--- src/design/mdf_pkg.sv ---
// ----------------------------------------------------------------------------
// mdf_pkg
// Shared widths, codes, queue entry types and compare helpers for the
// 3x3 median filter with level counts.
// ----------------------------------------------------------------------------
package mdf_pkg;

    localparam int PIX_W        = 8;
    localparam int SIZE_W       = 11;
    localparam int CFG_DATA_W   = 11;
    localparam int CFG_IDX_W    = 2;
    localparam int TOTAL_W      = 21;
    localparam int NTAPS        = 9;
    localparam int QDEPTH       = 4;
    localparam int QPTR_W       = $clog2(QDEPTH);
    localparam int QCNT_W       = $clog2(QDEPTH + 1);
    localparam int DEF_MAX_SIZE = 1024;
    localparam int SIZE_RESET   = 8;
    localparam logic [PIX_W-1:0] BRIGHT_RESET = PIX_W'(200);
    localparam logic [PIX_W-1:0] DARK_RESET   = PIX_W'(50);

    typedef logic [PIX_W-1:0] t_pix;

    typedef enum logic [CFG_IDX_W-1:0] {
        CFG_IMAGE_SIZE = 2'd0,
        CFG_BRIGHT_THR = 2'd1,
        CFG_DARK_THR   = 2'd2
    } t_cfg_reg;

    typedef enum logic [1:0] {
        LVL_DARK   = 2'd0,
        LVL_NORMAL = 2'd1,
        LVL_BRIGHT = 2'd2
    } t_level;

    typedef struct packed {
        logic [NTAPS-1:0][PIX_W-1:0] tap;
        logic                        frame_end;
    } t_qent;

    typedef struct packed {
        logic  valid;
        t_qent ent;
    } t_qpush;

    function automatic t_pix min2(input t_pix a, input t_pix b);
        return (a < b) ? a : b;
    endfunction

    function automatic t_pix max2(input t_pix a, input t_pix b);
        return (a > b) ? a : b;
    endfunction

    function automatic t_pix min3(input t_pix a, input t_pix b, input t_pix c);
        return min2(min2(a, b), c);
    endfunction

    function automatic t_pix max3(input t_pix a, input t_pix b, input t_pix c);
        return max2(max2(a, b), c);
    endfunction

    function automatic t_pix med3(input t_pix a, input t_pix b, input t_pix c);
        t_pix lo;
        t_pix hi;
        lo = min2(a, b);
        hi = max2(a, b);
        return max2(lo, min2(hi, c));
    endfunction

endpackage

--- src/design/mdf_queue.sv ---
// ----------------------------------------------------------------------------
// mdf_queue
// Short queue of neighbourhoods between the front and the sorting back end.
// ----------------------------------------------------------------------------
module mdf_queue
    import mdf_pkg::*;
(
    input  logic              i_clk,
    input  logic              i_rst_n,
    input  t_qpush            i_push,
    input  logic              i_pop,
    output t_qent             o_head,
    output logic              o_empty,
    output logic [QCNT_W-1:0] o_level
);

    t_qent             r_mem [QDEPTH];
    logic [QPTR_W-1:0] r_wp;
    logic [QPTR_W-1:0] r_rp;
    logic [QCNT_W-1:0] r_level;

    always_ff @(posedge i_clk) begin
        if (!i_rst_n) begin
            r_wp    <= '0;
            r_rp    <= '0;
            r_level <= '0;
        end else begin
            if (i_push.valid) begin
                r_wp <= r_wp + QPTR_W'(1);
            end
            if (i_pop) begin
                r_rp <= r_rp + QPTR_W'(1);
            end
            r_level <= r_level + QCNT_W'(i_push.valid) - QCNT_W'(i_pop);
        end
    end

    always_ff @(posedge i_clk) begin
        if (i_push.valid) begin
            r_mem[r_wp] <= i_push.ent;
        end
    end

    assign o_head  = r_mem[r_rp];
    assign o_empty = (r_level == '0);
    assign o_level = r_level;

    a_no_overflow: assert property (@(posedge i_clk) disable iff (!i_rst_n)
        i_push.valid |-> (r_level != QCNT_W'(QDEPTH)) || i_pop)
        else $error("queue push while full");

    a_no_underflow: assert property (@(posedge i_clk) disable iff (!i_rst_n)
        i_pop |-> !o_empty)
        else $error("queue pop while empty");

endmodule

--- config.mk ---
export PLATFORM = sky130hd
export DESIGN_NAME = mdf_queue
export DESIGN_NICKNAME = d
export VERILOG_FILES = /design/src/design/mdf_pkg.sv /design/src/design/mdf_queue.sv
export SDC_FILE = /design/constraint.sdc
export NUM_CORES = 1
export LEC_CHECK = 0
export BUFFER_PORTS_ARGS = -buffer_cell sky130_fd_sc_hd__clkbuf_2
export CAP_MARGIN = 20
export CORE_MARGIN = 10
export CORE_UTILIZATION = 40
export CTS_CLUSTER_DIAMETER = 150
export DETAILED_ROUTE_END_ITERATION = 16
export GPL_ROUTABILITY_DRIVEN = 0
export SYNTH_ARGS = -nofsm -noshare
export SYNTH_HDL_FRONTEND = slang
export SYNTH_SLANG_ARGS = --single-unit
--- constraint.sdc ---
create_clock -name i_clk -period 4.3 [get_ports i_clk]
set_input_delay 0.645 -clock i_clk [delete_from_list [all_inputs] [get_ports i_clk]]
set_output_delay 0.645 -clock i_clk [all_outputs]
set_load 0.02 [all_outputs]
; ---- After elaboration in Yosys (flattened, before gate mapping)
; Memory sizes are Yosys's and may differ from the RTL's. A register that Yosys moved wholly into a read port is not among the register bits.
; Cells that the tools add are included.
[classes]
muxes = 4
add_sub_neg = 4
reduce_logical = 1
[op_table]
columns = op, n
row1 = "2-bit by 1-bit adder with 2-bit output, second input constant", 2
row2 = 2-bit 2-to-1 mux, 2
row3 = 3-bit by 1-bit adder with 3-bit output, 1
row4 = 3-bit zero test, 1
row5 = 3-bit by 1-bit subtractor with 3-bit output, 1
row6 = 1-bit 2-to-1 mux, 2
[totals]
memories = 1
ff_bits = 7
in_bits = 77
wordCells = 13
out_inout_bits = 77
ram_bits = 292
[mem_list]
columns = name, depth, word_bits, read_ports, rd_ports_with_merged_regs, write_ports, line_no
row1 = r_mem, 4, 73, 1, 1, 1, mdf_queue.sv:17  ; t_qent r_mem [QDEPTH];

; ---- Logic depth before layout (Yosys ltp)
; Gate-level depths: netlist of run 1.
[logic_depth]
ltp_word = 3
ltp_mapped = 7
depth_no_buf = 7

; ---- Least setup slack after synthesis of run 1
; OpenSTA, ideal clock, no wires.
[synth_timing]
path_kind = input port to flip-flop
startpoint = input port i_push[73] (netlist bit)
endpoint = memory r_mem[0][0] (netlist bit), enable pin
arrival_time_ns = 2.352
t_required_ns = 3.861
setup_ns = 0.439
stages = 1
setup_slack_ns = 1.509
path_buffers = 0
cell_sequence = and2_1
[synth_between]
elab_chain_cells = 2
[synth_lines]
columns = item, line_no
row1 = from (decl), mdf_queue.sv:10  ; input t_qpush i_push,
row2 = 1-bit 2-to-1 mux, mdf_queue.sv:39  ; if (i_push.valid) begin
row3 = 1-bit 2-to-1 mux (implied by the code), mdf_queue.sv:40  ; r_mem[r_wp] <= i_push.ent;
row4 = to (decl), mdf_queue.sv:17
; No other way between the ends.

==> reports/metrics.csv, run 1 <==
stage;metric;value;unit
grt;initial antenna violation count;1;
sta;setup TNS;0;ps
routing;remaining antenna violation count after routing;0;
power;sequential share of power;0.529;
logic_synthesis;Mapped Nets;507;
power;Max IR drop VDD;0.414;mV
grt;GRT Resource Usage Total;0.124;
sta;Tcrit/Tclk final;0.754;
logic_synthesis;Yosys reg bits;301;
logic_synthesis;Post-synth ARST share;0;
routing;TritonRoute pass-1 iters;4;
logic_synthesis;synthesized cell area;11000;µm²
grt;first-pass GRT wire length;32800;µm
place;Cell Area, Placed;12100;µm²
clock_tree;Clock Path Buffers;3;
hold_path;HP Start;i_push[37];
routing;Avg Vias per Cell;5.03;
clock_tree;number of H-tree levels;1;
logic_synthesis;top cell type's share of synthesized area;0.794;
final_layout;Layout area overhead;18.3;%
setup_path;Crit Path Category;flop to primary output;
logic_synthesis;Mean Syn Cell Area;26.1;µm²
setup_path;Cell Chain, Critical Path;buf_4, mux4_2, clkbuf_2;
power;sw power;1.49;mW
setup_path;Worst Reg2Reg Path Length in Cells;4;
final_layout;Finished Layout Cells;968;
routing;drt wl/cell;22.1;µm
floorplan;core footprint;27000;µm²
setup_path;Critical R2R Capture;r_mem[0][58]$_DFFE_PP_;
logic_synthesis;sequential fraction of the synthesis area;0.810;
setup_path;WP data arrival;2600;ps
place;number of port buffers;153;
setup_path;CP Capture Type;primary output;
setup_path;cell at the slowest stage of the critical path;dfxtp_4;
power;pwr/cell area;498;nW/µm²
power;Sw Share;0.229;
logic_synthesis;Ys Warns;0;
logic_synthesis;count leader, synth;edfxtp_1;
floorplan;Die Ht;186;µm
setup_path;flop-to-flop setup slack;2310;ps
place;Cells after DPL;912;
place;Final HPWL DP;13300;µm
clock_tree;# hold bufs at CTS;0;
setup_path;slowest stage delay, CP;890;ps
logic_synthesis;Commonest cells post-synth;edfxtp_1, mux4_2, dfxtp_1;
power;Internal;5.02;mW
clock_tree;CTS tree;done;
sta;Slew Limit Headroom;0.407;
grt;vias in the first global route;5486;
sta;Tmin final;3240;ps
power;Clock power frac;0.365;
clock_tree;clk sinks;301;
grt;largest net degree at the start of global routing;74;
sta;Slew Viols, Final;0;
logic_synthesis;top cell type by total area after synthesis;edfxtp_1;
final_layout;share of layout cells above drive strength 1;0.449;
logic_synthesis;Post-synth EDFFs;292;
clock_tree;postcts setup bufs;0;
floorplan;number of top-level pins;154;
routing;DRC violation count after routing;0;
logic_synthesis;Area contributors post-synth;edfxtp_1, mux4_2, dfxtp_1;
power;Leakage;4.44;nW
status;status;finished, final reports clean;
sta;unrepaired setup endpoints after global routing;false;
floorplan;Die X;186;µm
setup_path;worst-path fanout max;40;
clock_tree;Reg clk slew, reported paths;60;ps
logic_synthesis;commonest register cell after synthesis;edfxtp_1;
routing;DRT iter0 DRCs;266;
floorplan;Initial Util;0.409;
routing;Routed WL;21400;µm
setup_path;Startpoint Class;flop;
clock_tree;clock latency reported for the late side of the worst-skew pair;530;ps
sta;Layout Skew;3.59;ps
final_layout;fin nets;689;
hold_path;hold crit path type;input port to flop;
setup_path;CP required;3650;ps
logic_synthesis;post-synthesis cell count;423;
setup_path;crit-path leading delay family;flip-flops;
floorplan;Row Count;60;
clock_tree;post-cts sizing count;0;
setup_path;worst r2r src;r_wp[0]$_SDFFE_PN0P_;
sta;endpoints failing setup;0;
routing;DR vias;4873;
clock_tree;Root Driver;clkbuf_16;
sta;fmax;309;MHz
hold_path;hold endpoint;r_mem[1][37]$_DFFE_PP_;
clock_tree;total CTS buffers;31;
sta;fin worst setup slack;1060;ps
sta;measured slew at the worst slew-check pin;889;ps
floorplan;Die Footprint;34700;µm²
final_layout;Filler cells;2219;
hold_path;hold path depth;1;
place;Place WS;1500;ps
logic_synthesis;synth unique cells;20;
run;MaxCap Viol Count;0;
final_layout;design area;13100;µm²
grt;Remaining Overflow, GRT;0;
sta;Fin Hold WS;320;ps
setup_path;Crit path buffers/inverters;2;
power;Logic pwr share;0.106;
sta;final-report hold violation count;0;
[flip-flops by register name, indices dropped and copies added, names as in the netlist, named ones only]
signal	count
r_mem	292
o_level	3
r_rp	2
r_wp	2
[final cells by class]
cell class                      count  area (µm²)  share of cell area
Antenna cell                        1        2.50            0.000192
Clock buffer                       35         791              0.0605
Clock inverter                     19         104             0.00795
Inverter                            7        26.3             0.00201
Multi-Input combinational cell     99        1890               0.145
Sequential cell                   301        8960               0.686
Tap cell                          341         427              0.0327
Timing Repair Buffer              165         868              0.0665
[power groups by stage]
stage / clock network [mW] / logic (mW) / registers, mW
2_1_floorplan: 0 / 0.480 / 3.48
3_3_place_gp: 0 / 0.679 / 3.51
3_5_place_dp: 0 / 0.695 / 3.52
4_1_cts: 2.45 / 0.698 / 3.46
5_1_grt: 2.57 / 0.743 / 3.46
6_report: 2.37 / 0.688 / 3.44
[metrics by stage]
step / power [mW] / util
final: 6.50 / 0.483
after global routing: 6.77 / 0.483
after detailed placement: 4.21 / 0.449
after CTS: 6.60 / 0.483
after floorplan: 3.96 / -
after global placement: 4.19 / 0.449
[cell usage in the layout, fill, tap and decap left out, types with 5 or more instances in the layout]
cell type	count
buf_4	11
clkbuf_16	31
clkbuf_2	153
clkinv_1	13
clkinv_2	5
dfxtp_1	7
edfxtp_1	292
ha_1	6
inv_1	7
mux4_2	72
nor2_1	5
[worst max path at each step]
| stage | from | slack (ps) | cells after the start | to |
|---|---|---|---|---|
| final | flop | 1060 | 3 | o_head[48] |
| after global placement | flop | 1510 | 3 | o_head[30] |
| after global routing | flop | 810 | 3 | o_head[30] |
| after detailed placement | flop | 1500 | 3 | o_head[48] |
| after CTS | flop | 920 | 3 | o_head[48] |
| after floorplan | i_push[73] | 1510 | 1 | r_mem[0][0]$_DFFE_PP_ |
[logic make-up (layout without fill, tap and decap cells)]
kind of cell	count (synthesis)	count (layout)	share of synthesized area
compound gates	2	2	0.00136
xor+xnor	3	3	0.00374
fa+ha+maj	7	7	0.00861
buf+inv	23	226	0.0197
flops	301	301	0.810
mux	74	74	0.150
other cells	0	1	0
simple gates	13	13	0.00623
[per-layer routing]
metal,GRT usage,routed length [µm],vias to the layer above
met5,0,0,-
met4,0.0381,635,0
li1,-,-,2171
met1,0.161,9020,2535
met3,0.0320,1270,40
met2,0.201,10500,127
(Power assumes the default switching activity.)
==> run 2, diff against run 1 <==
- clock period: 4.3 -> 3 ns (I/O delays scaled with it)
==> run 2 against run 1 <==
Against the previous run:
- critical path depth is the same
- worst hold slack worse by 200 ps
- sequential power increased by 43%
- clock skew increased by 10 ps
- non-clock buffer count is 4 lower
- combinational power is 48% higher
- cell count stayed put
- die area unchanged
- sequential share of layout area shrank 0.37 points
- design area up 0.55%
- first-iteration DRC count increased by 30%
- largest cell class unchanged
==> reports/metrics.csv, run 2 (synthesized netlist as in run 1, its figures left out) <==
stage;metric;value;unit
place;number of port buffers;153;
routing;DRC violation count after routing;0;
sta;Slew Limit Headroom;0.621;
clock_tree;Clock Path Buffers;3;
floorplan;Initial Util;0.409;
clock_tree;# hold bufs at CTS;0;
final_layout;max FFs per register;292;
sta;final-report hold violation count;0;
clock_tree;number of H-tree levels;1;
floorplan;Die Ht;186;µm
floorplan;core footprint;27000;µm²
run;MaxCap Viol Count;0;
setup_path;CP required;2550;ps
grt;initial antenna violation count;2;
floorplan;number of top-level pins;154;
final_layout;Filler cells;2243;
setup_path;cell at the slowest stage of the critical path;dfxtp_4;
grt;Remaining Overflow, GRT;0;
clock_tree;Root Driver;clkbuf_16;
routing;DRT iter0 DRCs;346;
clock_tree;total CTS buffers;31;
setup_path;Crit Path Category;flop to primary output;
sta;Fin Hold WS;120;ps
setup_path;WP data arrival;2310;ps
setup_path;CP Capture Type;primary output;
sta;Slew Viols, Final;0;
grt;first-pass GRT wire length;33300;µm
final_layout;share of layout cells above drive strength 1;0.451;
sta;fmax;363;MHz
final_layout;Largest Register;r_mem;
clock_tree;post-cts sizing count;0;
routing;drt wl/cell;22.3;µm
final_layout;fin nets;685;
setup_path;Startpoint Class;flop;
power;Max IR drop VDD;0.473;mV
clock_tree;postcts setup bufs;0;
routing;remaining antenna violation count after routing;0;
power;pwr/cell area;713;nW/µm²
clock_tree;CTS tree;done;
floorplan;Die X;186;µm
clock_tree;clock latency reported for the late side of the worst-skew pair;540;ps
sta;Layout Skew;13.6;ps
clock_tree;clk sinks;301;
routing;Avg Vias per Cell;5.16;
final_layout;commonest non-fill, non-tap cell in the layout;edfxtp_1;
routing;DR vias;4992;
sta;Tcrit/Tclk final;0.919;
power;Leakage;4.45;nW
grt;GRT Resource Usage Total;0.126;
grt;largest net degree at the start of global routing;48;
status;status;finished, final reports clean;
clock_tree;Reg clk slew, reported paths;60;ps
floorplan;Row Count;60;
setup_path;Cell Chain, Critical Path;buf_12, mux4_2, clkbuf_2;
final_layout;Layout area overhead;18.9;%
routing;Routed WL;21600;µm
final_layout;most frequent cells in the layout;edfxtp_1, clkbuf_2, mux4_2;
setup_path;slowest stage delay, CP;680;ps
routing;TritonRoute pass-1 iters;4;
sta;endpoints failing setup;0;
hold_path;hold crit path type;input port to flop;
sta;setup TNS;0;ps
place;Final HPWL DP;13400;µm
sta;measured slew at the worst slew-check pin;568;ps
final_layout;sequential standard cell area;8960;µm²
sta;unrepaired setup endpoints after global routing;false;
setup_path;worst-path fanout max;27;
floorplan;Die Footprint;34700;µm²
grt;vias in the first global route;5642;
sta;Tmin final;2760;ps
final_layout;footprint of the multi-input gates;1890;µm²
[run 2: stage by stage]
step	cell area [µm²]	cells	util	setup WS, ps	total power [mW]
4_1_cts	13100	966	0.486	132	9.52
3_5_place_dp	12200	909	0.452	726	6.06
2_1_floorplan	11000	423	-	312	5.67
5_1_grt	13100	966	0.486	61.6	9.76
6_report	13100	968	0.486	244	9.36
3_3_place_gp	12200	909	0.452	745	6.02
[run 2: metal layers]
layer / track usage / vias to the layer above / share of wire
met4: 0.0381 / 0 / 0.022
met1: 0.157 / 2640 / 0.40
met3: 0.0382 / 36 / 0.072
met5: 0 / - / 0
met2: 0.209 / 136 / 0.51
li1: - / 2180 / -
[run 2: worst paths after layout]
check                            start                      to  slack [ps]  depth (start not counted)
hold reg to reg   r_rp[1]$_SDFFE_PN0P_                    flop         530                          2
setup / recovery                  flop               o_head[6]         240                          3
hold / removal              i_push[35]  r_mem[3][35]$_DFFE_PP_         120                          1
setup reg to reg  r_wp[0]$_SDFFE_PN0P_  r_mem[2][20]$_DFFE_PP_        1180                          4
[run 2: area by class of cell]
| cell class | instances | share of cell area |
|---|---|---|
| diodes | 2 | 0.000381 |
| clock buffers | 38 | 0.0611 |
| clock inverters | 19 | 0.00886 |
| inverters | 7 | 0.00200 |
| multi-input cells | 99 | 0.144 |
| flip-flops and latches | 301 | 0.682 |
| well taps | 341 | 0.0325 |
| repair buffers | 161 | 0.0695 |
[run 2: worst max-delay path: cells and delay by family, from the launching register on]
| kind | cells | cell delay [ps] |
|---|---|---|
| multiplexers | 1 | 560 |
| flip-flops | 1 | 680 |
| buffers and inverters | 2 | 510 |
[run 2: where the power goes]
part	internal, mW	switching [mW]
clock	1.97	1.45
combinational	0.424	0.600
sequential	4.83	0.0795
total	7.23	2.13
==> run 3, diff against run 2 <==
- clock period: 3 -> 2.24 ns (I/O delays scaled with it)
==> run 3 against run 2 <==
Against the previous run:
- the flow now finishes with violations (setup timing)
- worst hold slack got worse by 68 ps
- critical path depth rose by 1
- register-to-register slack got worse by 600 ps
- die area did not move
- clock-buffer cell count rose by 3
- combinational power rose by 69%
- sequential share of layout area fell by 4.0 points
- design area rose by 6.3%
- highest routed layer unchanged
==> reports/metrics.csv, run 3 (synthesized netlist as in run 1, its figures left out) <==
stage;metric;value;unit
status;status;complete, but fails checks;
status;failing checks;setup timing;
sta;Tmin final;2250;ps
clock_tree;# hold bufs at CTS;0;
grt;initial antenna violation count;1;
clock_tree;number of H-tree levels;2;
final_layout;Filler cells;2150;
routing;DR vias;5079;
power;sequential share of power;0.482;
power;Max IR drop VDD;0.565;mV
power;Internal;10.5;mW
sta;fmax;445;MHz
routing;DRT iter0 DRCs;223;
final_layout;ant diodes;0;
setup_path;Worst Setup EP;o_head[34];
clock_tree;clk sinks;301;
grt;first-pass GRT wire length;33800;µm
power;Tot Pwr;13.6;mW
clock_tree;CTS tree;done;
final_layout;Layout area overhead;26.4;%
place;Final HPWL DP;13700;µm
power;sw power;3.05;mW
hold_path;hold crit path type;input port to flop;
power;Leakage;4.79;nW
clock_tree;Clock Path Buffers;3;
clock_tree;clock latency reported for the late side of the worst-skew pair;500;ps
final_layout;most frequent cells in the layout;edfxtp_1, clkbuf_2, mux4_2;
routing;remaining antenna violation count after routing;0;
power;Clock power frac;0.391;
power;Logic pwr share;0.126;
sta;final-report hold violation count;0;
clock_tree;total CTS buffers;34;
routing;TritonRoute pass-1 iters;4;
final_layout;Finished Layout Cells;992;
sta;Layout Skew;13.1;ps
setup_path;Crit. path cell count;4;
grt;vias in the first global route;5714;
setup_path;CP required;1900;ps
power;pwr/cell area;972;nW/µm²
final_layout;Largest Register;r_mem;
sta;Tcrit/Tclk final;1.00;
floorplan;core footprint;27000;µm²
routing;drt wl/cell;22.7;µm
floorplan;Die X;186;µm
grt;GRT Resource Usage Total;0.130;
run;MaxCap Viol Count;0;
final_layout;max FFs per register;292;
sta;Fin Hold WS;52.2;ps
setup_path;flop-to-flop setup slack;580;ps
setup_path;Critical R2R Capture;o_level[2]$_SDFF_PN0_;
setup_path;CP most frequent cell;buf_12;
power;Sw Share;0.225;
setup_path;slowest stage delay, CP;550;ps
final_layout;share of layout cells above drive strength 1;0.482;
final_layout;fin nets;710;
setup_path;Cell Chain, Critical Path;buf_12, buf_12, mux4_2, buf_6;
sta;measured slew at the worst slew-check pin;393;ps
sta;endpoints failing setup;1;
routing;DRC violation count after routing;0;
sta;fin worst setup slack;-8.84;ps
floorplan;Row Count;60;
place;number of port buffers;153;
setup_path;worst r2r src;o_level[0]$_SDFF_PN0_;
setup_path;crit-path leading delay family;multiplexers;
routing;Routed WL;22500;µm
grt;Remaining Overflow, GRT;0;
floorplan;Initial Util;0.409;
floorplan;number of top-level pins;154;
setup_path;CP Capture Type;primary output;
setup_path;Crit path buffers/inverters;3;
place;Cells after DPL;919;
final_layout;commonest non-fill, non-tap cell in the layout;edfxtp_1;
grt;largest net degree at the start of global routing;42;
setup_path;Worst Reg2Reg Path Length in Cells;7;
sta;Slew Viols, Final;0;
floorplan;Die Footprint;34700;µm²
sta;Slew Limit Headroom;0.738;
setup_path;cell at the slowest stage of the critical path;mux4_2;
setup_path;Crit Path Category;flop to primary output;
sta;unrepaired setup endpoints after global routing;true;
setup_path;WP data arrival;1910;ps
clock_tree;Root Driver;clkbuf_16;
setup_path;worst-path fanout max;8;
routing;Avg Vias per Cell;5.12;
floorplan;Die Ht;186;µm
clock_tree;Reg clk slew, reported paths;60;ps
setup_path;Startpoint Class;flop;
==> run 3: cell types whose count changed in the layout (fill, tap and decap cells not counted), sizes merged <==
cell / previous run / this run
diode: 2 / 0
bufinv: 1 / 2
buf: 8 / 89
clkbuf: 191 / 135
clkinvlp: 1 / 3
clkinv: 16 / 14
==> run 3: layout make-up <==
cell class | instances | area, µm² | area share
clock buffer | 41 | 941 | 0.0674
timing repair buffer | 183 | 1570 | 0.112
tap | 341 | 427 | 0.0306
clock inverter | 20 | 154 | 0.0110
sequential | 301 | 8960 | 0.642
multi-input combinational | 99 | 1880 | 0.135
inverter | 7 | 26.3 | 0.00188
==> run 3: worst min-delay path by stage <==
stage	from	endpoint	slack [ps]	cells past startpoint
3_3_place_gp	r_rp[0]$_SDFFE_PN0P_	flop	510	2
5_1_grt	i_push[56]	r_mem[0][56]$_DFFE_PP_	30	1
3_5_place_dp	r_rp[0]$_SDFFE_PN0P_	flop	540	2
6_report	i_push[51]	r_mem[1][51]$_DFFE_PP_	50	1
4_1_cts	i_push[46]	r_mem[3][46]$_DFFE_PP_	30	1
2_1_floorplan	i_push[0]	r_mem[0][0]$_DFFE_PP_	430	0
==> run 3: repair_timing <==
action | 4_1_cts | 5_1_grt
gates cloned | 2 | 4
buffers inserted | 3 | 3
setup endpoints to repair | 61 | 61
resized for setup | 8 | 141
==> run 3: per-stage QoR <==
step,worst slack (ps),TNS [ps],cell area [µm²],utilization
2_1_floorplan,350,0,11000,-
3_5_place_dp,423,0,12400,0.457
3_3_place_gp,421,0,12400,0.457
6_report,-8.84,-8.84,14000,0.516
5_1_grt,-81.0,-2100,14000,0.516
4_1_cts,-77.8,-1680,13600,0.503
==> run 3: power by group through the flow <==
| stage | registers, mW | logic, mW | clock network (mW) |
|---|---|---|---|
| finish | 6.55 | 1.72 | 5.31 |
| global route | 6.57 | 1.84 | 5.72 |
| CTS | 6.55 | 1.57 | 5.46 |
| detailed placement | 6.66 | 1.50 | 0 |
| global placement | 6.64 | 1.47 | 0 |
| floorplan | 6.66 | 0.922 | 0 |
==> run 3: layer usage <==
metal | GRT usage | vias to the layer above | wire [µm]
met2 | 0.210 | 161 | 11000
li1 | - | 2216 | -
met1 | 0.167 | 2674 | 9600
met3 | 0.0402 | 28 | 1590
met5 | 0 | - | 0
met4 | 0.0384 | 0 | 370
