**src/design/mdf_pkg.sv**
```systemverilog
// ----------------------------------------------------------------------------
// mdf_pkg
// Shared widths, codes, queue entry types and compare helpers for the
// 3x3 median filter with level counts.
// ----------------------------------------------------------------------------
package mdf_pkg;

    localparam int PIX_W        = 8;
    localparam int SIZE_W       = 11;
    localparam int CFG_DATA_W   = 11;
    localparam int CFG_IDX_W    = 2;
    localparam int TOTAL_W      = 21;
    localparam int NTAPS        = 9;
    localparam int QDEPTH       = 4;
    localparam int QPTR_W       = $clog2(QDEPTH);
    localparam int QCNT_W       = $clog2(QDEPTH + 1);
    localparam int DEF_MAX_SIZE = 1024;
    localparam int SIZE_RESET   = 8;
    localparam logic [PIX_W-1:0] BRIGHT_RESET = PIX_W'(200);
    localparam logic [PIX_W-1:0] DARK_RESET   = PIX_W'(50);

    typedef logic [PIX_W-1:0] t_pix;

    typedef enum logic [CFG_IDX_W-1:0] {
        CFG_IMAGE_SIZE = 2'd0,
        CFG_BRIGHT_THR = 2'd1,
        CFG_DARK_THR   = 2'd2
    } t_cfg_reg;

    typedef enum logic [1:0] {
        LVL_DARK   = 2'd0,
        LVL_NORMAL = 2'd1,
        LVL_BRIGHT = 2'd2
    } t_level;

    typedef struct packed {
        logic [NTAPS-1:0][PIX_W-1:0] tap;
        logic                        frame_end;
    } t_qent;

    typedef struct packed {
        logic  valid;
        t_qent ent;
    } t_qpush;

    function automatic t_pix min2(input t_pix a, input t_pix b);
        return (a < b) ? a : b;
    endfunction

    function automatic t_pix max2(input t_pix a, input t_pix b);
        return (a > b) ? a : b;
    endfunction

    function automatic t_pix min3(input t_pix a, input t_pix b, input t_pix c);
        return min2(min2(a, b), c);
    endfunction

    function automatic t_pix max3(input t_pix a, input t_pix b, input t_pix c);
        return max2(max2(a, b), c);
    endfunction

    function automatic t_pix med3(input t_pix a, input t_pix b, input t_pix c);
        t_pix lo;
        t_pix hi;
        lo = min2(a, b);
        hi = max2(a, b);
        return max2(lo, min2(hi, c));
    endfunction

endpackage

```
**src/design/mdf_back.sv**
```systemverilog
// ----------------------------------------------------------------------------
// mdf_back
// Median of nine through a three-stage compare network, level classing,
// per-frame class totals and the output register.
// ----------------------------------------------------------------------------
module mdf_back
    import mdf_pkg::*;
(
    input  logic               i_clk,
    input  logic               i_rst_n,
    input  logic               i_restart,
    input  logic [PIX_W-1:0]   i_bright_thr,
    input  logic [PIX_W-1:0]   i_dark_thr,
    input  t_qent              i_head,
    input  logic               i_empty,
    output logic               o_pop,
    output logic               o_out_valid,
    input  logic               i_out_ready,
    output logic [PIX_W-1:0]   o_median,
    output logic [1:0]         o_level_class,
    output logic [TOTAL_W-1:0] o_bright_total,
    output logic [TOTAL_W-1:0] o_dark_total,
    output logic [TOTAL_W-1:0] o_normal_total,
    output logic               o_frame_end
);

    logic               r_v1, r_v2, r_v3, r_out_valid;
    t_pix [2:0]         r_s1_lo, r_s1_md, r_s1_hi;
    logic               r_s1_fe;
    t_pix               r_s2_lo, r_s2_md, r_s2_hi;
    logic               r_s2_fe;
    t_pix               r_s3_med;
    logic               r_s3_fe;
    t_pix               r_med;
    t_level             r_cls;
    logic               r_fe;
    logic [TOTAL_W-1:0] r_bright, r_dark, r_normal;
    logic               r_clr;

    logic               en;
    t_pix [2:0]         s1_lo, s1_md, s1_hi;
    t_level             cls;
    logic [TOTAL_W-1:0] base_b, base_d, base_n;

    assign en    = !r_out_valid || i_out_ready;
    assign o_pop = en && !i_empty;

    always_comb begin
        for (int g = 0; g < 3; g++) begin
            s1_lo[g] = min3(i_head.tap[g*3], i_head.tap[g*3+1], i_head.tap[g*3+2]);
            s1_md[g] = med3(i_head.tap[g*3], i_head.tap[g*3+1], i_head.tap[g*3+2]);
            s1_hi[g] = max3(i_head.tap[g*3], i_head.tap[g*3+1], i_head.tap[g*3+2]);
        end
        if (r_s3_med > i_bright_thr) begin
            cls = LVL_BRIGHT;
        end else if (r_s3_med < i_dark_thr) begin
            cls = LVL_DARK;
        end else begin
            cls = LVL_NORMAL;
        end
        base_b = r_clr ? '0 : r_bright;
        base_d = r_clr ? '0 : r_dark;
        base_n = r_clr ? '0 : r_normal;
    end

    always_ff @(posedge i_clk) begin
        if (!i_rst_n) begin
            r_v1        <= 1'b0;
            r_v2        <= 1'b0;
            r_v3        <= 1'b0;
            r_out_valid <= 1'b0;
            r_clr       <= 1'b1;
        end else begin
            if (en) begin
                r_v1        <= o_pop;
                r_v2        <= r_v1;
                r_v3        <= r_v2;
                r_out_valid <= r_v3;
                if (r_v3) begin
                    r_clr <= r_s3_fe;
                end
            end
            if (i_restart) begin
                r_clr <= 1'b1;
            end
        end
    end

    always_ff @(posedge i_clk) begin
        if (en) begin
            r_s1_lo  <= s1_lo;
            r_s1_md  <= s1_md;
            r_s1_hi  <= s1_hi;
            r_s1_fe  <= i_head.frame_end;
            r_s2_lo  <= max3(r_s1_lo[0], r_s1_lo[1], r_s1_lo[2]);
            r_s2_md  <= med3(r_s1_md[0], r_s1_md[1], r_s1_md[2]);
            r_s2_hi  <= min3(r_s1_hi[0], r_s1_hi[1], r_s1_hi[2]);
            r_s2_fe  <= r_s1_fe;
            r_s3_med <= med3(r_s2_lo, r_s2_md, r_s2_hi);
            r_s3_fe  <= r_s2_fe;
            if (r_v3) begin
                r_med    <= r_s3_med;
                r_cls    <= cls;
                r_fe     <= r_s3_fe;
                r_bright <= base_b + TOTAL_W'(cls == LVL_BRIGHT);
                r_dark   <= base_d + TOTAL_W'(cls == LVL_DARK);
                r_normal <= base_n + TOTAL_W'(cls == LVL_NORMAL);
            end
        end
    end

    assign o_out_valid    = r_out_valid;
    assign o_median       = r_med;
    assign o_level_class  = r_cls;
    assign o_bright_total = r_bright;
    assign o_dark_total   = r_dark;
    assign o_normal_total = r_normal;
    assign o_frame_end    = r_fe;

endmodule

```
**config.mk**
```make
export PLATFORM = sky130hd
export DESIGN_NAME = mdf_back
export DESIGN_NICKNAME = d
export VERILOG_FILES = /design/src/design/mdf_pkg.sv /design/src/design/mdf_back.sv
export SDC_FILE = /design/constraint.sdc
export NUM_CORES = 1
export LEC_CHECK = 0
export ABC_AREA = 0
export BUFFER_PORTS_ARGS = -buffer_cell sky130_fd_sc_hd__clkbuf_2
export CAP_MARGIN = 25
export CORE_MARGIN = 8
export CORE_UTILIZATION = 43
export DETAILED_ROUTE_END_ITERATION = 16
export PLACE_DENSITY = 0.62
export SLEW_MARGIN = 10
export SYNTH_ARGS = -nofsm -noshare
export SYNTH_HDL_FRONTEND = slang
export SYNTH_SLANG_ARGS = --single-unit
```
**constraint.sdc**
```tcl
create_clock -name i_clk -period 17.47 [get_ports i_clk]
set_input_delay 3.494 -clock i_clk [delete_from_list [all_inputs] [get_ports i_clk]]
set_output_delay 3.494 -clock i_clk [all_outputs]
set_load 0.05 [all_outputs]
```
=== Word-level counts from Yosys, hierarchy flattened ===
Index checks and enable logic that the tools add are counted.

* Reductions and logical operators: 7
* Equality and inequality tests: 2
* $lt $le $gt $ge: 32
* Add/subtract/negate cells: 3
* Bitwise operators: 1
* Muxes and demuxes: 35

{| class="wikitable"
|+ Operator list
! operator !! count
|-
| 2-to-1 mux 8 bit || 30
|-
| greater-than comparator 8 bit || 16
|-
| < comparator 8 bit || 16
|-
| adder 21 x 1 -> 21 bit || 3
|-
| 2-to-1 mux 21 bit || 3
|-
| equality test 2 x 1 -> 1 bit (second input constant) || 1
|-
| equality test 2 bit (second input constant) || 1
|-
| logical NOT 1 bit || 2
|-
| logical NOT 2 bit || 1
|-
| 2-to-1 mux 2 bit || 1
|-
| AND reduction 2 bit || 1
|-
| OR reduction 2 bit || 1
|-
| logical AND 1 bit || 1
|-
| logical OR 1 bit || 1
|-
| 2-to-1 mux 1 bit || 1
|-
| inverter 1 bit || 1
|}

* Input bits: 94
* Output and inout bits: 76
* Logic and storage cells: 107
* Register bits: 186

=== Logic depth before layout (Yosys ltp) ===
Gate-level depths: netlist (run 1).

* Depth in word-level cells: 6
* Mapped depth: 26
* Gate-level depth less buffers: 23

=== Least setup slack after synthesis (run 1) ===
OpenSTA, ideal clock, no wires.

* Path kind: input to register
* Start: input port i_out_ready
* End: register r_bright[0] (netlist: o_bright_total[0]) (enable)
* Arrival time: 7697 ps
* Path buffers: 0
* Required time: 17028 ps
* Library setup time: 442 ps
* Stages on the path: 3
* Slack: 9331 ps
* Cells stage by stage: nor2b_1 -> inv_1 -> and2_1

* Word-level cells in the longest chain between the ends: 2

{| class="wikitable"
|+ Ends and longest elaborated chain
! what !! line !! source
|-
| start, declared || mdf_back.sv:18 || <nowiki>input logic i_out_ready,</nowiki>
|-
| logical OR 1 bit || mdf_back.sv:45 || <nowiki>assign en = !r_out_valid || i_out_ready;</nowiki>
|-
| AND reduction 2 bit (no source line) || n/a ||
|-
| end signal, assigned || mdf_back.sv:105 || <nowiki>r_bright <= base_b + TOTAL_W'(cls == LVL_BRIGHT);</nowiki>
|-
| end, declared || mdf_back.sv:37 || <nowiki>logic [TOTAL_W-1:0] r_bright, r_dark, r_normal;</nowiki>
|}

Every way passes these cells.
A chain may end at the register's enable or synchronous reset.

==> impl_metrics.ini, run 1 <==
[timing]
fin_crit_sh = 0.495
worst_pin_slew_ns = 1.04
fin_tns_setup_ns = 0
period_needed_ns = 8.65
finalSetupViolCount = 0
rsz0062_at_grt = false
fin_ws_ns = 8.82
max_freq_mhz = 116
finalClockSkew_ns = 0.0136
report.final.hold_viol_count = 0
slew_viol_final = 0
maxSlewHeadroom = 0.304

[worst_setup_path]
crit_arrival_ns = 8.75
critPathMaxFanout = 15
worstPathRequired_ns = 17.57
r2r_cells = 21
slowest_stage = a22oi_1
critPathMaxStageDelay_ns = 0.80
timing.rr.end = r_s2_md[2]
r2r_start = r_s1_md[9]
r2r_setup_slack_ns = 11.31
end_kind = register
worstPathCellList = clkbuf_2 > inv_1 > ha_1 > nand4_1 > a21o_1 > a21oi_2 > mux2_2 > ha_1 > nor2b_1 > o21ai_0 > nand2b_1 > a21oi_1 > o21a_1 > mux2_2 > ha_1 > nor2b_1 > o21ai_0 > a21oi_1 > o21bai_1 > a22oi_1 > o21ai_0
critPathLaunchType = primary input
worstSetupPathType = in -> reg

[clock_tree]
cts_root_buf = clkbuf_16
post_cts_buffers = 0
path_clk_slew_ns = 0.08
cts_resized = 0
clk-insertion-delay-late_ns = 0.44
clockBufferDepth = 2
cts_tree = yes
htreeDepth = 4
cts_sinks = 186
cts_buffers = 17
holdBufCountCts = 0

[finish]
num_antenna_cells = 0
fill_cells = 2985
multiInputGateArea_mm2 = 0.00809
drive_above_1_share = 0.228
ff_latch_area_mm2 = 0.00554
layout.nets = 1815
syn2layout_area_growth_pct = 13.1
fin_util = 0.494

[route]
route.detailed.drc = 0
drt_iter0_drc = 524
wirelength_um = 33500
drt-wirelength-per-cell_um = 16.9
detail-route-antenna-nets = 0
route.vias.total = 10600
viasPerCell = 5.34
first_pass_iters = 5

[global_routing]
met3_usage = 0.0287
grt_use_met2 = 0.282
grt_start_max_net_pins = 77
grtUsageMet1 = 0.228
busiest_layer = met2
gr-total-overflow = 0
antenna_found_initial = 0
grt_pass1_wl_um = 53900
grt_pass1_vias = 10500
grt.total_usage = 0.170

[logic_synthesis]
synthTopCellsByCount = ha_1, edfxtp_1, inv_1
synth_cells = 1366
avgSynthCellArea_um2 = 10.4
ys_seq_area_frac = 0.388
syn-cell-area_mm2 = 0.0143
synth_seq_cells = 186
ys_warn_count = 0
async_flop_share = 0
ys.flop_type = edfxtp_1
yosysTopAreaCellShare = 0.381
netlist_top_cells_area = edfxtp_1, ha_1, mux2_2
synth_nets = 1650
synth_edf_count = 181
ys_types = 62
yosysMostFrequentCell = ha_1
yosysTopAreaCell = edfxtp_1

[power]
leakagePower_nw = 7.21
power.density_mw_per_mm2 = 151
peakVddDrop_uv = 120

[die]
fp.dieW_um = 198
row_count = 66
die_area_mm2 = 0.0392
io_pins = 170
die_h_um = 198
coreArea_mm2 = 0.0326
start_util = 0.437

[status]
status = complete, no violations

[place]
globalplace.congestion = 0.865
dp_hpwl_um = 27000
io_buffers = 169
place_worst_setup_slack_ns = 8.40

[min_path]
hp-start = r_s2_fe
whs_endpoint = r_s3_fe
min_path_type = reg -> reg
hold_path_depth = 0

[flow_run]
maxCapViolations = 0
## logic make-up after synthesis
family	Yosys count	share of synthesized area
compound gates	267	0.115
xor+xnor	41	0.0252
fa+ha+maj	190	0.167
buf+inv	162	0.0444
flops	186	0.388
mux	175	0.137
simple gates	345	0.123
## routing by layer
layer	part of all wire	wire, µm	vias up
met4	0.013	435	0
met1	0.47	15900	5021
met5	0	0	-
li1	-	-	5347
met2	0.47	15800	203
met3	0.043	1440	27
## power by group
part,switching (mW),internal (mW)
Combinational,0.734,0.596
Sequential,0.0798,0.653
Clock,0.183,0.188
## through the flow
stage	instance area [µm²]	power (mW)	std cells	hold slack, ns
6_report	16100	2.43	1986	0.427
5_1_grt	16100	2.66	1986	0.431
4_1_cts	16100	2.44	1985	0.426
3_5_place_dp	15600	2.06	1953	0.407
3_3_place_gp	15600	2.02	1953	0.405
2_1_floorplan	14300	1.74	1366	0.400
## state kept, by name, indices dropped and copies added (netlist names), 2 cells and up
name / count
r_s3_med: 8
o_normal_total: 21
r_s2_hi: 8
r_s1_hi: 24
o_median: 8
o_bright_total: 21
r_s2_lo: 8
r_s1_md: 24
o_dark_total: 21
o_level_class: 2
r_s2_md: 8
r_s1_lo: 24
## layout by cell type, fill, tap and decap left out, drive strengths merged, types with 4 or more instances in the layout
cell type,n
edfxtp,181
xnor2,18
and2,4
nand2,81
nand2b,14
clkbuf,187
xor2,23
inv,142
mux2,135
o211ai,7
nor2b,39
nor2,72
dfxtp,5
o21ai,107
mux2i,40
or3,16
o21a,15
clkinv,7
nand3,46
a21o,38
ha,190
o21bai,4
and3,10
nand4,42
a21oi,75
a21boi,4
nor3b,7
## worst max-delay path, delay by kind of cell
family | cells | cell delay (ns)
and+or+nand+nor | 4 | 0.45
muxes | 2 | 0.84
adders and majority gates | 3 | 0.79
AOI/OAI and AO/OA | 10 | 3.02
buffers and inverters | 2 | 0.14
## worst max path at each step
stage / start / end / slack, ns
2_1_floorplan: i_out_ready / o_bright_total[0] / 9.33
3_3_place_gp: i_head[40] / r_s1_md[8] / 8.53
3_5_place_dp: i_head[40] / r_s1_md[8] / 8.40
4_1_cts: i_head[40] / r_s1_md[8] / 8.87
5_1_grt: i_head[40] / r_s1_md[8] / 8.45
6_report: i_head[40] / r_s1_md[10] / 8.82
## layout make-up
cell class                 count  area share
multi-input combinational   1018       0.502
clock buffer                  18      0.0266
timing repair buffer         172      0.0538
inverter                     136      0.0318
tap                          442      0.0343
sequential                   186       0.343
clock inverter                14     0.00830
Note: power is estimated with default switching activity, not from simulation.
==> run 2: changes to the inputs <==
==> constraint.sdc (replaced) <==
create_clock -name i_clk -period 8.4 [get_ports i_clk]
set_input_delay 1.68 -clock i_clk [delete_from_list [all_inputs] [get_ports i_clk]]
set_output_delay 1.68 -clock i_clk [all_outputs]
set_load 0.05 [all_outputs]
==> run 2 against run 1 <==
Net effect:
- final cell count unchanged
- core utilization is essentially flat
- worst hold slack lost 0.0039 ns
- die area stayed put
- critical path depth did not move
- largest cell class unchanged
- via count is 0.15% higher
- wire length up 0.40%
- count of clock-buffer cells in the layout is 1 higher
- clock skew decreased by 0.00098 ns
==> impl_metrics.ini, run 2 (synthesis gave the netlist of run 1 again) <==
[route]
detail-route-antenna-nets = 0
viasPerCell = 5.34
route.vias.total = 10600
wirelength_um = 33700
route.detailed.drc = 0
drt-wirelength-per-cell_um = 17.0
drt_iter0_drc = 579
first_pass_iters = 6

[die]
die_h_um = 198
io_pins = 170
start_util = 0.437
coreArea_mm2 = 0.0326
die_area_mm2 = 0.0392
fp.dieW_um = 198
row_count = 66

[min_path]
whs_endpoint = r_s2_fe
hold_path_depth = 0
min_path_type = reg -> reg
hp-start = r_s1_fe

[worst_setup_path]
worstSetupPathType = in -> reg
worstPathRequired_ns = 8.60
crit_arrival_ns = 6.99
r2r_cells = 21
worstPathCellList = clkbuf_2 > inv_1 > ha_1 > nand4_1 > a21o_1 > a21oi_2 > mux2_2 > ha_1 > nor2b_1 > o21ai_0 > nand2b_1 > a21oi_1 > o21a_1 > mux2_2 > ha_1 > nor2b_1 > o21ai_0 > a21oi_1 > o21bai_1 > a22oi_1 > mux2_2
end_kind = register
r2r_setup_slack_ns = 2.29
critPathMaxFanout = 15
r2r_start = r_s1_md[9]
slowest_stage = a22oi_1
critPathLaunchType = primary input
critPathMaxStageDelay_ns = 0.78
timing.rr.end = r_s2_md[2]

[finish]
layout.nets = 1815
final_cell_mix = ha_1, edfxtp_1, clkbuf_2, inv_1, mux2_2
drive_above_1_share = 0.228
instances_no_fill = 1986
final_common_cell = ha_1
reg_top3 = r_s1_hi: 24 flops, r_s1_lo: 24 flops, r_s1_md: 24 flops
num_antenna_cells = 0
fill_cells = 3016
syn2layout_area_growth_pct = 13.1

[global_routing]
antenna_found_initial = 0
grt_start_max_net_pins = 77
grt_pass1_vias = 10700
grt.total_usage = 0.172
gr-total-overflow = 0
grt_pass1_wl_um = 54600

[place]
io_buffers = 169
dpl.cell_count = 1953
dp_hpwl_um = 27000
globalplace.congestion = 0.866

[timing]
period_needed_ns = 6.79
fin_tns_setup_ns = 0
finalSetupViolCount = 0
fin_crit_sh = 0.808
finalClockSkew_ns = 0.0126
worst_pin_slew_ns = 1.02
maxSlewHeadroom = 0.318
slew_viol_final = 0
max_freq_mhz = 147
report.final.hold_viol_count = 0
rsz0062_at_grt = false

[power]
p_switching_mw = 2.08
pwr-share-comb = 0.545
intPower_mw = 2.99
seqPwrFrac = 0.301
peakVddDrop_uv = 244
power.density_mw_per_mm2 = 314
leakagePower_nw = 7.21
clockPowerShare = 0.154
p_sw_frac = 0.410

[clock_tree]
cts_sinks = 186
cts_buffers = 17
clockBufferDepth = 2
path_clk_slew_ns = 0.08
clk-insertion-delay-late_ns = 0.45
post_cts_buffers = 0
htreeDepth = 4
holdBufCountCts = 0
cts_tree = yes
cts_root_buf = clkbuf_16
cts_resized = 0

[status]
status = complete, no violations

[flow_run]
maxCapViolations = 0
==> run 2: cell count changes in the layout (fill, tap and decap cells not counted), sizes merged <==
cell / previous run / this run
clkinv: 7 / 5
clkbuf: 187 / 188
clkinvlp: 1 / 2
==> run 2: layer usage <==
metal,share of wire,vias up,GRT usage
met5,0,-,0
met4,0.013,0,0.0431
met3,0.039,22,0.0280
met2,0.47,194,0.288
met1,0.48,5037,0.230
li1,-,5361,-
==> run 2: worst max-delay path: cells and delay by family <==
family                     cells  cell delay [ns]
adders and majority gates      3             0.80
muxes                          3             1.26
buffers and inverters          2             0.13
and+or+nand+nor                4             0.45
AOI/OAI and AO/OA              9             2.66
==> run 2: area by class of cell <==
class / count / area (µm²) / area share
Clock inverter: 13 / 131 / 0.00815
Tap cell: 442 / 553 / 0.0343
Sequential cell: 186 / 5540 / 0.343
Timing Repair Buffer: 172 / 868 / 0.0538
Multi-Input combinational cell: 1018 / 8090 / 0.502
Inverter: 136 / 513 / 0.0318
Clock buffer: 19 / 433 / 0.0268
==> run 2: power groups by stage <==
stage / registers, mW / clock network, mW / logic, mW
finish: 1.52 / 0.780 / 2.76
floorplan: 1.48 / 0 / 2.14
global route: 1.55 / 0.827 / 3.15
global placement: 1.54 / 0 / 2.65
CTS: 1.53 / 0.798 / 2.75
detailed placement: 1.55 / 0 / 2.73
==> run 2: worst max path at each step <==
stage | from | depth (start not counted) | slack, ns | endpoint
2_1_floorplan | i_out_ready | 3 | 2.07 | o_bright_total[0]
3_3_place_gp | i_head[40] | 21 | 1.28 | r_s1_md[8]
3_5_place_dp | i_head[40] | 21 | 1.19 | r_s1_md[8]
4_1_cts | i_head[40] | 21 | 1.66 | r_s1_md[8]
5_1_grt | i_head[40] | 21 | 1.21 | r_s1_md[8]
6_report | i_head[40] | 21 | 1.61 | r_s1_md[8]
==> run 2: metrics by stage <==
stage	util	total power [mW]	hold slack [ns]	setup WS (ns)	instance area [µm²]
6_report	0.494	5.06	0.423	1.61	16100
5_1_grt	0.494	5.53	0.432	1.21	16100
4_1_cts	0.494	5.07	0.426	1.66	16100
3_5_place_dp	0.477	4.28	0.407	1.19	15600
3_3_place_gp	0.477	4.19	0.406	1.28	15600
2_1_floorplan	-	3.62	0.400	2.07	14300
==> run 3: changes to the inputs <==
--- a/config.mk
+++ b/config.mk
@@ -5,7 +5,7 @@
 export SDC_FILE = /design/constraint.sdc
 export NUM_CORES = 1
 export LEC_CHECK = 0
-export ABC_AREA = 0
+export ABC_AREA = 1
 export BUFFER_PORTS_ARGS = -buffer_cell sky130_fd_sc_hd__clkbuf_2
 export CAP_MARGIN = 25
 export CORE_MARGIN = 8
==> constraint.sdc (replaced) <==
create_clock -name i_clk -period 7 [get_ports i_clk]
set_input_delay 1.4 -clock i_clk [delete_from_list [all_inputs] [get_ports i_clk]]
set_output_delay 1.4 -clock i_clk [all_outputs]
set_load 0.05 [all_outputs]
==> run 3 against run 2 <==
Net effect:
- sequential cell count stayed put
- critical path depth is 2 higher
- via count is 15% higher
- synthesized area is 2.2% higher
- critical path type unchanged
- first-iteration DRC count is 37% higher
- final cell count is 22% higher
- combinational power is 66% higher
==> impl_metrics.ini, run 3 <==
[logic_synthesis]
yosysTopAreaCell = edfxtp_1
synthTopCellsByCount = nand2_1, inv_1, ha_1
synth_cells = 1790
yosysTopAreaCellShare = 0.373
syn-cell-area_mm2 = 0.0146
ys_warn_count = 0
avgSynthCellArea_um2 = 8.14
async_flop_share = 0
ys_types = 50
synth_seq_cells = 186
synth_edf_count = 181
netlist_top_cells_area = edfxtp_1, ha_1, nand2_1
ys.flop_type = edfxtp_1
ys_seq_area_frac = 0.380
synth_nets = 2074
yosysMostFrequentCell = nand2_1

[worst_setup_path]
crit_top_cell = inv_1
r2r_cells = 24
slowest_stage = o21ai_2
critPathMaxStageDelay_ns = 0.56
worstPathCellList = clkbuf_2 > inv_1 > ha_1 > nand2_1 > nor2_1 > nand3_1 > o21ai_2 > o21ai_0 > ha_1 > nand2_1 > inv_1 > nand3_1 > o221ai_2 > o21ai_0 > ha_1 > inv_1 > nor2_1 > nor2_1 > o21a_1 > o221ai_1 > o31ai_1 > inv_1 > o21ai_0
worstSetupPathType = in -> reg
crit_family = compound AO/OA/AOI/OAI gates
crit_arrival_ns = 6.05
worstPathRequired_ns = 7.16
critPathMaxFanout = 17
critPathLaunchType = primary input
crit_buf_inv = 5
cp.depth = 23
end_kind = register

[clock_tree]
cts_root_buf = clkbuf_16
holdBufCountCts = 0
path_clk_slew_ns = 0.07
cts_sinks = 186
post_cts_buffers = 0
clk-insertion-delay-late_ns = 0.44
clockBufferDepth = 2
cts_resized = 0
htreeDepth = 4
cts_tree = yes
cts_buffers = 17

[timing]
slew_viol_final = 0
fin_crit_sh = 0.841
rsz0062_at_grt = false
worst_pin_slew_ns = 0.995
holdWs_ns = 0.422
max_freq_mhz = 170
maxSlewHeadroom = 0.337
period_needed_ns = 5.89
finalClockSkew_ns = 0.0130
fin_ws_ns = 1.11
finalSetupViolCount = 0
fin_tns_setup_ns = 0
report.final.hold_viol_count = 0

[finish]
syn2layout_area_growth_pct = 13.3
fill_cells = 3197
fin_util = 0.494
num_antenna_cells = 0
final_cell_mix = nand2_1, inv_1, ha_1, edfxtp_1, clkbuf_2
drive_above_1_share = 0.150
reg_top3 = r_s1_hi: 24 flops, r_s1_lo: 24 flops, r_s1_md: 24 flops
final_common_cell = nand2_1
layout.nets = 2248

[die]
coreArea_mm2 = 0.0334
fp.dieW_um = 200
io_pins = 170
start_util = 0.436
die_area_mm2 = 0.0400
row_count = 67
die_h_um = 200

[global_routing]
grt_pass1_vias = 12000
grt.total_usage = 0.176
grt_start_max_net_pins = 77
gr-total-overflow = 0
antenna_found_initial = 0
grt_pass1_wl_um = 59200

[route]
first_pass_iters = 6
detail-route-antenna-nets = 0
drt_iter0_drc = 794
route.vias.total = 12200
drt-wirelength-per-cell_um = 14.5
viasPerCell = 5.05
route.detailed.drc = 0
wirelength_um = 35200

[power]
p_sw_frac = 0.484
peakVddDrop_uv = 289
power.total_mw = 7.45
pwr-share-comb = 0.615
intPower_mw = 3.84
seqPwrFrac = 0.260
power.density_mw_per_mm2 = 451
leakagePower_nw = 8.08
p_switching_mw = 3.61
clockPowerShare = 0.125

[status]
status = complete, no violations

[flow_run]
maxCapViolations = 0

[place]
place_worst_setup_slack_ns = 0.699
io_buffers = 169
globalplace.congestion = 0.890
dp_hpwl_um = 28800

[min_path]
hold_path_depth = 0
min_path_type = reg -> reg
run 3: path summary, 6_finish.rpt:
path	from	endpoint	slack, ns
setup / recovery	i_head[16]	r_s1_md[1]	1.11
setup reg to reg	r_s1_md[15]	r_s2_md[0]	1.67
hold / removal	r_s1_fe	r_s2_fe	0.42
hold reg to reg	r_s1_fe	r_s2_fe	0.42
run 3: area by class of cell:
cell class              count  area, µm²  share of cell area
multi-input cells        1294       7840               0.475
flip-flops and latches    186       5540               0.335
inverters                 280       1050              0.0638
repair buffers            185        958              0.0581
well taps                 448        561              0.0340
clock buffers              17        425              0.0258
clock inverters            15        138             0.00834
run 3: cell families after synthesis:
| kind of cell | synth area share |
|---|---|
| simple gates | 0.225 |
| fa+ha+maj | 0.163 |
| xor+xnor | 0.0312 |
| compound gates | 0.118 |
| buf+inv | 0.0829 |
| flops | 0.380 |
run 3: stage by stage:
step           std cells  area [µm²]
3_3_place_gp        2387       15900
6_report            2425       16500
5_1_grt             2425       16500
3_5_place_dp        2389       15900
2_1_floorplan       1790       14600
4_1_cts             2421       16500
run 3: power by group through the flow:
stage          Combinational (mW)  Sequential, mW  Clock [mW]
2_1_floorplan                3.43            1.90           0
3_5_place_dp                 4.50            1.96           0
4_1_cts                      4.55            1.94       0.956
5_1_grt                      5.36            1.96       0.997
6_report                     4.58            1.94       0.930
3_3_place_gp                 4.34            1.96           0
run 3: layer usage:
metal | track usage | share of wire | vias up
li1 | - | - | 6326
met1 | 0.232 | 0.48 | 5582
met2 | 0.292 | 0.46 | 280
met3 | 0.0303 | 0.043 | 51
met4 | 0.0519 | 0.020 | 0
met5 | 0 | 0 | -
